## src/design/erpp_fifo.sv

```systemverilog
// Small synchronous queue used between front and back and on the result side.
module erpp_fifo #(
   parameter int WIDTH = 8,
   parameter int DEPTH = 2
) (
   input  logic             clock,
   input  logic             reset,
   input  logic             push,
   input  logic [WIDTH-1:0] push_data,
   output logic             full,
   input  logic             pop,
   output logic [WIDTH-1:0] pop_data,
   output logic             empty
);

   localparam int AW = $clog2(DEPTH);
   localparam int CW = $clog2(DEPTH + 1);

   logic [WIDTH-1:0] mem_ff [DEPTH];
   logic [AW-1:0]    wr_ptr_ff, wr_ptr_in;
   logic [AW-1:0]    rd_ptr_ff, rd_ptr_in;
   logic [CW-1:0]    count_ff, count_in;
   logic             push_ok;
   logic             pop_ok;

   assign full     = (count_ff == CW'(DEPTH));
   assign empty    = (count_ff == '0);
   assign push_ok  = push & ~full;
   assign pop_ok   = pop & ~empty;
   assign pop_data = mem_ff[rd_ptr_ff];

   always_comb begin
      wr_ptr_in = push_ok ? AW'(wr_ptr_ff + 1'b1) : wr_ptr_ff;
      rd_ptr_in = pop_ok  ? AW'(rd_ptr_ff + 1'b1) : rd_ptr_ff;
      count_in  = count_ff + CW'(push_ok) - CW'(pop_ok);
   end

   always_ff @(posedge clock) begin
      if (reset) begin
         wr_ptr_ff <= '0;
         rd_ptr_ff <= '0;
         count_ff  <= '0;
      end else begin
         wr_ptr_ff <= wr_ptr_in;
         rd_ptr_ff <= rd_ptr_in;
         count_ff  <= count_in;
      end
   end

   always_ff @(posedge clock) begin
      if (push_ok) begin
         mem_ff[wr_ptr_ff] <= push_data;
      end
   end

   a_count_bound: assert property (@(posedge clock) disable iff (reset)
      count_ff <= CW'(DEPTH))
      else $error("queue count above depth");

endmodule

```

## config.mk

```make
export PLATFORM = sky130hd
export DESIGN_NAME = erpp_fifo
export DESIGN_NICKNAME = d
export VERILOG_FILES = /design/src/design/erpp_fifo.sv
export SDC_FILE = /design/constraint.sdc
export NUM_CORES = 1
export LEC_CHECK = 0
export ABC_CLOCK_PERIOD_IN_PS = 2870
export BUFFER_PORTS_ARGS = -buffer_cell sky130_fd_sc_hd__buf_2
export CELL_PAD_IN_SITES_DETAIL_PLACEMENT = 1
export CELL_PAD_IN_SITES_GLOBAL_PLACEMENT = 2
export CORE_ASPECT_RATIO = 1.2
export CORE_UTILIZATION = 36
export CTS_CLUSTER_DIAMETER = 40
export DETAILED_ROUTE_END_ITERATION = 10
export PLACE_DENSITY = 0.79
export SLEW_MARGIN = 5
export SYNTH_ARGS = -nofsm -noshare
export SYNTH_HDL_FRONTEND = slang
export SYNTH_SLANG_ARGS = --single-unit
```

## constraint.sdc

```tcl
create_clock -name clock -period 2.87 [get_ports clock]
set_input_delay 0.574 -clock clock [delete_from_list [all_inputs] [get_ports clock]]
set_output_delay 0.574 -clock clock [all_outputs]
set_load 0.005 [all_outputs]
```

==> summary.txt <==
Yosys
  – Top cells by count, synth: edfxtp_1, dfxtp_1, mux2_1
  – Syn_area_per_cell: 15.6 µm²
  – Area share of the largest cell type after synthesis: 59.3%
  – Post-synth top flop: edfxtp_1
  – Sequential fraction of the synthesis area: 71.6%
  – Net count of the mapped netlist: 66
  – Post-synthesis cell type count: 21
  – Asr flop ratio synth: 0%
  – Most common cell in the synthesized netlist: edfxtp_1
  – Post-synth EDFFs: 16
  – Largest area contributor in the netlist: edfxtp_1
  – Synth warnings: 0
  – Yosys reg bits: 21
  – Synthesized instance count: 52
  – Synth Cell Area: about 800 µm²
  – Synth top area cells: edfxtp_1, dfxtp_1, mux2_1

STA
  – Setup violations, final: 0
  – Worst slew margin: between 70 and 80%
  – Max Slew Vio Count: 0
  – F_max: 518 MHz
  – Slew of the pin with the lowest slew margin: 0.364 ns
  – Skew final: 0.00605 ns
  – Setup TNS: 0 ns
  – Worst Hold Margin: 0.460 ns
  – Post-layout min period: 1.93 ns
  – Period utilization: 67.2%
  – Final Hold Viols: 0
  – RSZ-0062 raised after global routing: no

Power and ir drop
  – Leakage: 0.403 nW
  – Pwr Density: 811 nW/µm²
  – Worst vdd ir: 373 µV

Clock network
  – Root buffer cell: clkbuf_4
  – Worst-path clk slew: 0.11 ns
  – CTS sink count: 21
  – Post-CTS Setup Inserts: 0
  – Cts bufs inserted: 3
  – CTS tree: yes
  – CTS H-tree depth: 1
  – Worst skew pair latency: 0.29 ns
  – Hold_buf cts: 0
  – Post-CTS sizing: 0
  – Maximum buffer depth of the clock tree: 2

Routing
  – Metal2 WL: 636 µm
  – WL met1: 492 µm
  – Routed Antenna Nets: 0
  – Wirelength per Cell: 11.4 µm
  – Max layer used: met4
  – # DRC: 0
  – Vias per cell: around 4.4
  – WL met3: 65 µm
  – Drt total wl: 1210 µm
  – Number of detailed-route iterations in the first pass: 4
  – Via count: 465
  – DRT iter0 DRCs: 6

Floorplanning
  – Die X: 45.3 µm
  – Die ar.: 2450 µm²
  – Num rows: 18
  – # IOs: 22
  – Floorplan core area: 2090 µm²
  – Starting Density: approximately 39%
  – Die H: ~54 µm

Place
  – DP Wirelength: approximately 900 µm
  – # port buffers: 21
  – Cell area after placement: 948 µm²
  – Global placement routability congestion: between 0.6 and 0.7
  – Placed Instances: 102

Layout
  – Fin nets: 91
  – Cell Count, Final, Fillers Out: 106
  – Layout cell share with drive strength beyond 1: 40.8%
  – Fin util: 46.5%
  – Diodes inserted: 0
  – Synth-to-Final Area Change: 20.2%
  – Final non-filler cell area: 975 µm²

Worst setup path
  – Setup crit end kind: output port
  – Crit path kind: reg2out
  – CP Data Required Time: 2.30 ns
  – Setup slack, reg-to-reg: 1.29 ns
  – Capture point of the worst path: pop_data[1]
  – Worst r2r src: count_ff[0]
  – Arrival time worst endpoint: 1.35 ns
  – Critical R2R Capture: count_ff[1]
  – Type of origin of the critical path: flip-flop
  – Largest fanout on the critical path: 8
  – Worst R2R Path Depth: 8

Global routing
  – Global route overflow: 0
  – Initial antenna violation count: 0
  – Global-route wire length before repair: 1900 µm
  – Largest net degree at the start of global routing: 12
  – Gr usage total: 11.6%
  – Vias in the first global route: 465

Run
  – Max Cap Viol: 0

Run status
  – Status: completed

Worst hold path
  – Hold crit path type: in2reg
-- final cells by class --
cell class / instances / area [µm²]
Timing Repair Buffer: 21 / 105
Tap cell: 30 / 37.5
Clock buffer: 4 / 26.3
Sequential cell: 21 / 581
Fill cell: 232 / 1120
Inverter: 4 / 15.0
Multi-Input combinational cell: 26 / 210
-- cells by family (layout without fill, tap and decap cells) --
kind of cell	count (synthesis)	count (layout)	share of synthesized area, %
flops	21	21	71.6
simple gates	11	11	7.25
mux	8	8	11.1
buf+inv	5	29	2.47
compound gates	3	3	2.31
fa+ha+maj	2	2	3.09
xor+xnor	2	2	2.16
-- state kept, by name, indices dropped and copies added (netlist names), named ones only --
signal,flops
count_ff,2
mem_ff,16
rd_ptr_ff,1
wr_ptr_ff,1
-- per-layer routing --
layer / track usage, % / vias to the layer above
li1: - / 233
met1: 12.5 / 220
met2: 19.3 / 10
met3: 2.68 / 2
met4: 9.09 / 0
met5: 0 / -
-- stage by stage --
| stage | setup slack, ns | power (mW) |
|---|---|---|
| finish | 0.941 | 0.791 |
| global route | 0.854 | 0.848 |
| CTS | 0.902 | 0.804 |
| detailed placement | 1.08 | 0.670 |
| global placement | 1.12 | 0.662 |
| floorplan | 1.25 | 0.581 |
-- critical path, cell delays in order (launching register included) --
cell,delay (ns)
dfxtp_1,0.55
mux2_2,0.38
buf_2,0.12
-- worst min path at each step --
stage,startpoint,end,slack (ns),cells past startpoint
final,push_data[4],mem_ff[1][4],0.46,1
after global routing,push_data[2],mem_ff[0][2],0.44,1
after CTS,push_data[2],mem_ff[0][2],0.45,1
after detailed placement,wr_ptr_ff,wr_ptr_ff,0.50,2
after global placement,wr_ptr_ff,wr_ptr_ff,0.47,2
after floorplan,wr_ptr_ff,wr_ptr_ff,0.45,2
-- where the power goes --
part | leakage, nW | internal (mW) | total, mW | switching (mW)
sequential | 0.191 | 0.393 | 0.435 | 0.0421
clock | 0.0150 | 0.0541 | 0.134 | 0.0800
combinational | 0.197 | 0.121 | 0.222 | 0.101
-- layout by cell type, fill, tap and decap left out, drive strengths merged --
cell type / n
buf: 21
edfxtp: 16
mux2: 8
dfxtp: 5
nor2: 4
inv: 4
clkbuf: 4
ha: 2
o21a: 1
nand2b: 1
nand2: 1
and3: 1
or3: 1
nor2b: 1
xnor2: 1
o21ai: 1
a21oi: 1
xor2: 1
and2: 1
nor3: 1
No activity file was read; power rests on OpenSTA's default activity.
